**src/rtl/assert_macros.svh**
```systemverilog
// Assertion macros shared by the RTL; empty when SYNTHESIS is defined.
`ifndef ASSERT_MACROS_SVH
`define ASSERT_MACROS_SVH

`ifndef SYNTHESIS

// Checked at every edge outside reset
`define KSSB_ASSERT(name, prop) \
  name: assert property (@(posedge clk_i) disable iff (!rst_ni) (prop)) \
    else $error("kssb assertion failed");

// Checked at every edge, reset included
`define KSSB_ASSERT_ALWAYS(name, prop) \
  name: assert property (@(posedge clk_i) (prop)) \
    else $error("kssb assertion failed");

`else

`define KSSB_ASSERT(name, prop)
`define KSSB_ASSERT_ALWAYS(name, prop)

`endif

`endif

```
**src/rtl/kssb_pkg.sv**
```systemverilog
// Package: sizes, codes and transaction types of the shared-buffer stacks.
`timescale 1ns / 1ps
package kssb_pkg;

  localparam int unsigned Slots     = 64;
  localparam int unsigned Stacks    = 8;
  localparam int unsigned DataW     = 32;
  localparam int unsigned StackIdW  = 3;
  localparam int unsigned LinkW     = 7;
  localparam int unsigned SlotW     = (Slots > 1) ? $clog2(Slots) : 1;
  localparam int unsigned StackIdxW = (Stacks > 1) ? $clog2(Stacks) : 1;
  localparam int unsigned WalkLimit = (Slots < 64) ? Slots : 64;
  localparam int unsigned CntW      = $clog2(WalkLimit + 1);

  localparam logic [LinkW-1:0] NullLink = '1;

  typedef enum logic [1:0] {
    OP_PUSH    = 2'd0,
    OP_POP     = 2'd1,
    OP_PEEK    = 2'd2,
    OP_DISPLAY = 2'd3
  } opcode_e;

  typedef enum logic [1:0] {
    STAT_OK    = 2'd0,
    STAT_OVER  = 2'd1,
    STAT_UNDER = 2'd2
  } status_e;

  typedef enum logic {
    S_IDLE = 1'b0,
    S_EXEC = 1'b1
  } state_e;

  typedef struct packed {
    opcode_e                    opcode;
    logic [StackIdW-1:0]        stack_id;
    logic signed [DataW-1:0]    value;
  } in_item_t;

  typedef struct packed {
    status_e                    status;
    logic signed [DataW-1:0]    data;
    logic                       last;
  } out_item_t;

  // controller -> datapath
  typedef struct packed {
    logic accept;  // latch the transaction, start the first slot read
    logic exec;    // perform the operation and load the result register
  } cmd_t;

  // datapath -> controller
  typedef struct packed {
    logic out_free;   // result register can take a new result this cycle
    logic walk_more;  // display has further elements after this one
  } dp_status_t;

  function automatic logic link_ok(logic [LinkW-1:0] l);
    return 32'(l) < Slots;
  endfunction

  // Link held by a slot that has not been written since reset
  function automatic logic [LinkW-1:0] reset_link(logic [SlotW-1:0] s);
    logic [31:0] nxt;
    nxt = 32'(s) + 32'd1;
    if (nxt < Slots) begin
      return LinkW'(nxt);
    end
    return NullLink;
  endfunction

endpackage

```
**src/rtl/k_stacks_shared_buffer.sv**
```systemverilog
// Top level: several stacks in one shared slot store with a free list.
`timescale 1ns / 1ps
`include "assert_macros.svh"
// Usage:
//   Input channel in_valid_i / in_ready_o carries one operation per
//   transaction: push, pop, peek or display on a chosen stack.
//   Output channel out_valid_o / out_ready_i carries results; the last
//   field marks the final result of an operation.
//   Push, pop and peek: one result, registered in the execute step once
//   the result register is free; no new operation is taken before it.
//   Display of n elements: n results, one per cycle while the receiver
//   takes them; an empty stack gives one underflow result.
//   Each step reads the link and value memories once (registered read),
//   and the walk follows one link per cycle while results are taken.
//   One operation is in flight at a time; in_ready_o is low meanwhile.
//   A stalled receiver holds the result register; the block waits with
//   it and resumes as soon as the result is taken.
//   Reset empties every stack and chains all slots into the free list;
//   no clearing pass is needed, the block is ready at once.
module k_stacks_shared_buffer (
  input  logic                clk_i,
  input  logic                rst_ni,
  input  logic                in_valid_i,
  output logic                in_ready_o,
  input  kssb_pkg::in_item_t  in_item_i,
  output logic                out_valid_o,
  input  logic                out_ready_i,
  output kssb_pkg::out_item_t out_item_o
);

  kssb_pkg::cmd_t       cmd;
  kssb_pkg::dp_status_t status;

  kssb_ctrl u_ctrl (
    .clk_i     (clk_i),
    .rst_ni    (rst_ni),
    .in_valid_i(in_valid_i),
    .in_ready_o(in_ready_o),
    .status_i  (status),
    .cmd_o     (cmd)
  );

  kssb_dpath u_dpath (
    .clk_i      (clk_i),
    .rst_ni     (rst_ni),
    .in_item_i  (in_item_i),
    .cmd_i      (cmd),
    .status_o   (status),
    .out_valid_o(out_valid_o),
    .out_ready_i(out_ready_i),
    .out_item_o (out_item_o)
  );

  // an accepted transaction always owns the block for the next cycle
  `KSSB_ASSERT(a_busy_after_accept, (in_valid_i && in_ready_o) |=> !in_ready_o)
  // a result is never produced over one the receiver has not taken
  `KSSB_ASSERT(a_no_overwrite, cmd.exec |-> (!out_valid_o || out_ready_i))
  // a display walk with more elements keeps the input closed
  `KSSB_ASSERT(a_walk_holds, (cmd.exec && status.walk_more) |=> !in_ready_o)

endmodule

```
**src/rtl/kssb_ram.sv**
```systemverilog
// Generic simple dual-port RAM with registered read.
`timescale 1ns / 1ps
module kssb_ram #(
  parameter int unsigned Width = 32,
  parameter int unsigned Depth = 64
) (
  input  logic                                      clk_i,
  input  logic                                      wr_en_i,
  input  logic [((Depth > 1) ? $clog2(Depth) : 1)-1:0] wr_addr_i,
  input  logic [Width-1:0]                          wr_data_i,
  input  logic                                      rd_en_i,
  input  logic [((Depth > 1) ? $clog2(Depth) : 1)-1:0] rd_addr_i,
  output logic [Width-1:0]                          rd_data_o
);

  logic [Width-1:0] mem_q [Depth];
  logic [Width-1:0] rd_q;

  always_ff @(posedge clk_i) begin
    if (wr_en_i) begin
      mem_q[wr_addr_i] <= wr_data_i;
    end
    if (rd_en_i) begin
      rd_q <= mem_q[rd_addr_i];
    end
  end

  assign rd_data_o = rd_q;

endmodule

```
**src/rtl/kssb_ctrl.sv**
```systemverilog
// Controller: sequences accept and execute steps of each transaction.
`timescale 1ns / 1ps
module kssb_ctrl (
  input  logic                clk_i,
  input  logic                rst_ni,
  input  logic                in_valid_i,
  output logic                in_ready_o,
  input  kssb_pkg::dp_status_t status_i,
  output kssb_pkg::cmd_t      cmd_o
);

  kssb_pkg::state_e state_q, state_d;

  always_ff @(posedge clk_i or negedge rst_ni) begin
    if (!rst_ni) begin
      state_q <= kssb_pkg::S_IDLE;
    end else begin
      state_q <= state_d;
    end
  end

  always_comb begin
    state_d = state_q;
    case (state_q)
      kssb_pkg::S_IDLE: begin
        if (in_valid_i) begin
          state_d = kssb_pkg::S_EXEC;
        end
      end
      kssb_pkg::S_EXEC: begin
        // a display walk stays here, one element per free output slot
        if (status_i.out_free && !status_i.walk_more) begin
          state_d = kssb_pkg::S_IDLE;
        end
      end
      default: state_d = kssb_pkg::S_IDLE;
    endcase
  end

  always_comb begin
    in_ready_o   = 1'b0;
    cmd_o.accept = 1'b0;
    cmd_o.exec   = 1'b0;
    case (state_q)
      kssb_pkg::S_IDLE: begin
        in_ready_o   = 1'b1;
        cmd_o.accept = in_valid_i;
      end
      kssb_pkg::S_EXEC: begin
        cmd_o.exec = status_i.out_free;
      end
      default: begin
        in_ready_o = 1'b0;
      end
    endcase
  end

endmodule

```
**src/rtl/kssb_dpath.sv**
```systemverilog
// Datapath: slot memories, free list, stack tops and result register.
`timescale 1ns / 1ps
module kssb_dpath (
  input  logic                 clk_i,
  input  logic                 rst_ni,
  input  kssb_pkg::in_item_t   in_item_i,
  input  kssb_pkg::cmd_t       cmd_i,
  output kssb_pkg::dp_status_t status_o,
  output logic                 out_valid_o,
  input  logic                 out_ready_i,
  output kssb_pkg::out_item_t  out_item_o
);

  // transaction in flight
  kssb_pkg::opcode_e                op_q;
  logic [kssb_pkg::StackIdW-1:0]    sn_q;
  logic [kssb_pkg::DataW-1:0]       val_q;
  logic [kssb_pkg::LinkW-1:0]       cur_q;
  logic                             err_q;
  logic [kssb_pkg::CntW-1:0]        cnt_q;

  // list state
  logic [kssb_pkg::LinkW-1:0]       free_head_q;
  logic [kssb_pkg::LinkW-1:0]       stack_top_q [kssb_pkg::Stacks];
  logic [kssb_pkg::Slots-1:0]       link_vld_q;
  logic                             rd_vld_q;
  logic [kssb_pkg::SlotW-1:0]       rd_addr_q;

  kssb_pkg::out_item_t              out_q, out_d;
  logic                             out_valid_q;

  logic [kssb_pkg::LinkW-1:0]       in_top, in_cur, cur_top, link_eff, link_rd;
  logic                             in_sn_ok, in_err, fin, walk_more;
  logic [kssb_pkg::StackIdxW-1:0]   in_idx, sn_idx;
  logic                             rd_en;
  logic [kssb_pkg::SlotW-1:0]       rd_addr;
  logic                             link_we, val_we;
  logic [kssb_pkg::LinkW-1:0]       link_wdata;
  logic [kssb_pkg::DataW-1:0]       val_rd;

  // ---- accept side
  assign in_idx   = kssb_pkg::StackIdxW'(in_item_i.stack_id);
  assign in_sn_ok = 32'(in_item_i.stack_id) < kssb_pkg::Stacks;
  assign in_top   = in_sn_ok ? stack_top_q[in_idx] : kssb_pkg::NullLink;
  assign in_cur   = (in_item_i.opcode == kssb_pkg::OP_PUSH) ? free_head_q : in_top;
  assign in_err   = (in_item_i.opcode == kssb_pkg::OP_PUSH) ?
                    (!in_sn_ok || !kssb_pkg::link_ok(free_head_q)) :
                    !kssb_pkg::link_ok(in_top);

  // ---- execute side
  assign sn_idx  = kssb_pkg::StackIdxW'(sn_q);
  assign cur_top = stack_top_q[sn_idx];

  // slots never written still hold their reset chain
  assign link_eff = rd_vld_q ? link_rd : kssb_pkg::reset_link(rd_addr_q);

  assign fin       = !kssb_pkg::link_ok(link_eff) ||
                     ((32'(cnt_q) + 32'd1) >= kssb_pkg::WalkLimit);
  assign walk_more = (op_q == kssb_pkg::OP_DISPLAY) && !err_q && !fin;

  assign status_o.walk_more = walk_more;
  assign status_o.out_free  = !out_valid_q || out_ready_i;

  assign rd_en   = cmd_i.accept || (cmd_i.exec && walk_more);
  assign rd_addr = cmd_i.accept ? in_cur[kssb_pkg::SlotW-1:0]
                                : link_eff[kssb_pkg::SlotW-1:0];

  always_comb begin
    link_we    = 1'b0;
    val_we     = 1'b0;
    link_wdata = cur_top;
    if (cmd_i.exec && !err_q) begin
      case (op_q)
        kssb_pkg::OP_PUSH: begin
          link_we    = 1'b1;
          val_we     = 1'b1;
          link_wdata = cur_top;
        end
        kssb_pkg::OP_POP: begin
          link_we    = 1'b1;
          link_wdata = free_head_q;
        end
        default: begin
          link_we = 1'b0;
        end
      endcase
    end
  end

  always_comb begin
    out_d.status = kssb_pkg::STAT_OK;
    out_d.data   = '0;
    out_d.last   = 1'b1;
    if (err_q) begin
      out_d.status = (op_q == kssb_pkg::OP_PUSH) ? kssb_pkg::STAT_OVER
                                                 : kssb_pkg::STAT_UNDER;
    end else begin
      case (op_q)
        kssb_pkg::OP_PUSH:    out_d.data = '0;
        kssb_pkg::OP_DISPLAY: begin
          out_d.data = val_rd;
          out_d.last = fin;
        end
        default:              out_d.data = val_rd;
      endcase
    end
  end

  kssb_ram #(
    .Width(kssb_pkg::LinkW),
    .Depth(kssb_pkg::Slots)
  ) u_link_ram (
    .clk_i    (clk_i),
    .wr_en_i  (link_we),
    .wr_addr_i(cur_q[kssb_pkg::SlotW-1:0]),
    .wr_data_i(link_wdata),
    .rd_en_i  (rd_en),
    .rd_addr_i(rd_addr),
    .rd_data_o(link_rd)
  );

  kssb_ram #(
    .Width(kssb_pkg::DataW),
    .Depth(kssb_pkg::Slots)
  ) u_value_ram (
    .clk_i    (clk_i),
    .wr_en_i  (val_we),
    .wr_addr_i(cur_q[kssb_pkg::SlotW-1:0]),
    .wr_data_i(val_q),
    .rd_en_i  (rd_en),
    .rd_addr_i(rd_addr),
    .rd_data_o(val_rd)
  );

  // ---- control state
  always_ff @(posedge clk_i or negedge rst_ni) begin
    if (!rst_ni) begin
      free_head_q <= '0;
      for (int i = 0; i < kssb_pkg::Stacks; i++) begin
        stack_top_q[i] <= kssb_pkg::NullLink;
      end
      link_vld_q  <= '0;
      rd_vld_q    <= 1'b0;
      rd_addr_q   <= '0;
      out_valid_q <= 1'b0;
    end else begin
      if (rd_en) begin
        rd_vld_q  <= link_vld_q[rd_addr];
        rd_addr_q <= rd_addr;
      end
      if (link_we) begin
        link_vld_q[cur_q[kssb_pkg::SlotW-1:0]] <= 1'b1;
      end
      if (cmd_i.exec && !err_q) begin
        case (op_q)
          kssb_pkg::OP_PUSH: begin
            free_head_q         <= link_eff;
            stack_top_q[sn_idx] <= cur_q;
          end
          kssb_pkg::OP_POP: begin
            free_head_q         <= cur_q;
            stack_top_q[sn_idx] <= link_eff;
          end
          default: begin
            free_head_q <= free_head_q;
          end
        endcase
      end
      if (cmd_i.exec) begin
        out_valid_q <= 1'b1;
      end else if (out_ready_i) begin
        out_valid_q <= 1'b0;
      end
    end
  end

  // ---- payload registers
  always_ff @(posedge clk_i) begin
    if (cmd_i.accept) begin
      op_q  <= in_item_i.opcode;
      sn_q  <= in_item_i.stack_id;
      val_q <= in_item_i.value;
      cur_q <= in_cur;
      err_q <= in_err;
      cnt_q <= '0;
    end else if (cmd_i.exec && walk_more) begin
      cur_q <= link_eff;
      cnt_q <= cnt_q + kssb_pkg::CntW'(1);
    end
    if (cmd_i.exec) begin
      out_q <= out_d;
    end
  end

  assign out_valid_o = out_valid_q;
  assign out_item_o  = out_q;

endmodule

```
**config.mk**
```make
export PLATFORM = sky130hd
export DESIGN_NAME = k_stacks_shared_buffer
export DESIGN_NICKNAME = d
export VERILOG_FILES = /design/src/rtl/kssb_pkg.sv /design/src/rtl/k_stacks_shared_buffer.sv /design/src/rtl/kssb_ram.sv /design/src/rtl/kssb_ctrl.sv /design/src/rtl/kssb_dpath.sv
export VERILOG_INCLUDE_DIRS = /design/src /design/src/rtl
export SDC_FILE = /design/constraint.sdc
export NUM_CORES = 2
export LEC_CHECK = 0
export ABC_AREA = 1
export ABC_CLOCK_PERIOD_IN_PS = 6000
export BUFFER_PORTS_ARGS = -buffer_cell sky130_fd_sc_hd__clkbuf_2
export CORE_MARGIN = 2
export CORE_UTILIZATION = 45
export DETAILED_ROUTE_END_ITERATION = 16
export SYNTH_ARGS = -nofsm -noshare
export SYNTH_HDL_FRONTEND = slang
export SYNTH_SLANG_ARGS = --single-unit
```
**constraint.sdc**
```tcl
create_clock -name clk_i -period 6 [get_ports clk_i]
set_input_delay 0.3 -clock clk_i [delete_from_list [all_inputs] [get_ports clk_i]]
set_output_delay 0.3 -clock clk_i [all_outputs]
set_load 0.05 [all_outputs]
```
==> results.md <==
* H-tree depth at 5
* Pwr Density at 558.9 nW/um2
* Largest net degree at the start of global routing at 141
* Crit path max fanout at 63
* Flop pwr share at between 30 and 40%
* Gr ovfl total at 0
* CP peak stage delay at 0.88 ns
* Tot GR Track Use at between 20% and 30%
* RSZ-0062 raised after global routing: no
* Final RePlAce weighted congestion at roughly 0.84
* Drt pass-1 iters at 9
* Worst endpoint data arrival time at between 5 and 6 ns
* Synthesized area per cell at ~12 um2
* Initial drt markers at 9,402
* Cts bufs inserted at ~310
* Die Area at approximately 260,000 um2
* Most frequent cells in the layout: edfxtp_1 (2,615), nand3_1 (1,296), nand2_1 (1,293)
* Max Slew Vio Count at 0
* Final net count at 9,465
* Hpwl dp at 175,200 um
* Final hold vios at 0
* CP Cell Sequence: ha_1 > nand2_1 > inv_2 > nand2_1 > nand2_1 > inv_2 > o21ai_0 > o21ai_1 > inv_2 > o21ai_4 > inv_8 > buf_12 > buf_12 > nand3_1 > nand3_1 > nand3_1 > nand3_1 > nand2_1
* Synth Warn # at 0
* Critical path buffer and inverter count at 6
* Vias per inst at roughly 5.6
* Tcrit/Tclk final at around four fifths
* Routed WL at 323,200 um
* Clock Skew at a little over 0.07 ns
* Switch share at a little over two fifths
* Vias in the first global route at 69,049
* Comb power frac at between 40% and 50%
* Setup slack at placement at about 1.2 ns
* Internal at around 42 mW
* Post-synthesis sequential area ratio at 72.25%
* Residual DRC at 0
* CTS Sinks at between 2,000 and 3,000
* Area growth from synthesis to final layout at 12.42%
* Status: completed
* Via count at around 73,000
* Count of cell types in the netlist at 44
* Crit path kind: register to register
* Clk slew on worst S/H paths at roughly 0.060 ns
* Routed len/inst at between 20 and 25 um
* Worst setup margin at about 1.3 ns
* Fin Setup TNS at 0 ns
* Die height at a little over 500 um
* Worst-Skew Late Latency at 0.95 ns
* Register bit total from synthesis at between 2,000 and 3,000
* Mux cell area share after synthesis at 0.05943%
* EDFF count, synth at 2,615
* Post-synth top area share at ~70%
* First-pass GRT wire length at 468,700 um
* Cells after Synth at 9,336
* Synth async-reset ratio at under 10%
* Max_cap viols at 0
* Initial core utilization at about 45%
* Most used DFF post-synth: edfxtp_1
* Worst vdd ir at around 0.68 mV
* Largest area contributor in the netlist: edfxtp_1
* Leak at 46.51 nW
* Main combinational cell family by area after synthesis: simple AND/OR/NAND/NOR gates
* Post-DRT Antenna Nets at 0
* Clock power share at approximately a quarter
* NetSw at about 30 mW
* IO Pins at a little under 80
* Largest cells by area after synthesis: edfxtp_1 (69%), nand3_1 (5.7%), o211ai_1 (4.9%)
* Max_slew headroom at around 12%
* Die Wd at between 500 and 600 um
* Port Buffers at 77
* Achievable Freq at approximately 0.21 GHz
* Post-Synth Simple-Gate Area at about 11%
* Share of cells above drive strength 1 at under 10%
* CP top delay family: simple AND/OR/NAND/NOR gates
* Mapped Area at between 100,000 and 150,000 um2
* Critical path startpoint category: register
* Root buffer cell: clkbuf_16
* Final min period at 4.683 ns
* Post-cts resize count at 0
* Row cnt at 184
* Hold Crit Class: primary input to asynchronous set/reset pin
* Initial antenna violation count at 18
* Compound-cell area share of the yosys netlist at roughly a tenth
* XOR/XNOR share of the synthesized area at less than 1%
* CTS tree: yes
* Slew @ Worst Pin at between 1 and 1.5 ns
* Worst path slowest cell: o21ai_4
* CP Capture Type: register
* Syn Nets at between 9,000 and 10,000
* CP required at just under 7 ns
* Deepest clock path buffer count at 4
* Core Box Area at about 250,000 um2
* Commonest non-fill, non-tap cell in the layout: edfxtp_1
* Adder and majority gate portion of the synthesized area at less than 1%
* Final setup fails at 0
cell families (layout without fill, tap and decap cells):
| kind of cell | count (synthesis) | in the layout |
|---|---|---|
| adder cells (fa/ha/maj) | 2 | 2 |
| AND/OR/NAND/NOR | 2961 | 2961 |
| other | 0 | 3 |
| AO/OA/AOI/OAI | 1732 | 1732 |
| multiplexers | 6 | 6 |
| buffers and inverters | 1874 | 2183 |
| XOR/XNOR | 3 | 3 |
| flip-flops | 2758 | 2758 |
routing by layer:
layer  vias up  track usage [%]  wire (um)  part of all wire, %
li1      33378                -          -                    -
met1     36364            34.38     134600                   42
met2      3090            39.84     151200                   47
met3       536            4.194      26960                  8.3
met4         4            7.757      10180                  3.1
met5         -                0        248                0.077
flip-flops by register name, indices dropped and copies added (netlist names):
register / count
u_dpath.u_value_ram.mem_q: 2048
u_dpath.u_link_ram.mem_q: 448
u_dpath.link_vld_q: 64
u_dpath.stack_top_q: 56
u_dpath.out_item_o: 35
u_dpath.u_value_ram.rd_data_o: 32
u_dpath.val_q: 32
u_dpath.cnt_q: 7
u_dpath.cur_q: 7
u_dpath.free_head_q: 7
u_dpath.u_link_ram.rd_data_o: 7
u_dpath.rd_addr_q: 6
u_dpath.sn_idx: 3
u_dpath.op_q: 2
u_ctrl.state_q: 1
u_dpath.err_q: 1
u_dpath.out_valid_o: 1
u_dpath.rd_vld_q: 1
layout make-up:
| type | count | area [um2] |
|---|---|---|
| tap | 3348 | 4189 |
| multi-input combinational | 4704 | 24190 |
| timing repair buffer | 380 | 3322 |
| antenna | 3 | 7.507 |
| fill | 21484 | 123600 |
| clock inverter | 145 | 1101 |
| inverter | 1273 | 4802 |
| clock buffer | 385 | 8056 |
| sequential | 2758 | 82140 |
worst paths after layout:
check,start,to,slack (ns),cells after the start
worst max-delay path,u_dpath.rd_addr_q[0],u_dpath.u_value_ram.rd_data_o[26],1.32,18
worst min-delay path,rst_ni,u_dpath.free_head_q[1],0.05,2
worst max register to register,u_dpath.rd_addr_q[0],u_dpath.u_value_ram.rd_data_o[26],1.32,18
worst min register to register,u_dpath.link_vld_q[58],u_dpath.link_vld_q[58],0.47,1
max in group asynchronous,rst_ni,u_dpath.link_vld_q[61],4.54,3
min in group clk_i,in_item_i[6],u_dpath.val_q[6],0.07,2
power by group through the flow:
stage | Combinational, mW | Clock [mW] | Sequential (mW)
6_report | 30.1 | 17.5 | 23.8
4_1_cts | 30.0 | 17.8 | 23.8
5_1_grt | 32.6 | 18.5 | 23.9
2_1_floorplan | 18.8 | 0 | 24.6
3_5_place_dp | 29.9 | 0 | 24.2
3_3_place_gp | 29.7 | 0 | 24.2
through the flow:
step	cell area (um2)	std cells	power, mW	hold slack [ns]	util, %
6_report	127800	12996	71.43	0.05027	50.84
3_5_place_dp	118200	12416	54.09	0.4141	47.01
5_1_grt	127800	12994	74.95	0.03521	50.84
2_1_floorplan	113700	9336	43.40	0.004409	-
3_3_place_gp	118200	12416	53.90	0.4133	47.01
4_1_cts	127800	12993	71.58	0.0005413	50.84
timing repair:
| action | in CTS | in global routing |
|---|---|---|
| endpoints found under the hold margin | 119 | 0 |
| endpoints found under the setup margin | 0 | 0 |
| hold buffers | 47 | 0 |
| setup buffers | 0 | 0 |
synthesized netlist by cell type, types with 4 or more instances:
| cell | count |
|---|---|
| o211ai_1 | 745 |
| buf_1 | 46 |
| clkbuf_1 | 206 |
| inv_1 | 1260 |
| a221oi_1 | 5 |
| nor2_1 | 225 |
| nand4_1 | 4 |
| o2111ai_1 | 4 |
| a21oi_1 | 430 |
| nand2_1 | 1293 |
| dfrtp_1 | 80 |
| mux2_2 | 6 |
| buf_2 | 293 |
| buf_6 | 39 |
| edfxtp_1 | 2615 |
| inv_2 | 12 |
| o22ai_1 | 12 |
| nor3_1 | 72 |
| dfxtp_1 | 7 |
| o32ai_1 | 4 |
| o21ai_1 | 103 |
| dfstp_2 | 56 |
| a22oi_1 | 5 |
| buf_4 | 17 |
| nand3_1 | 1296 |
| o21ai_0 | 414 |
| or2_2 | 65 |
No activity file was read; power rests on OpenSTA's default activity.
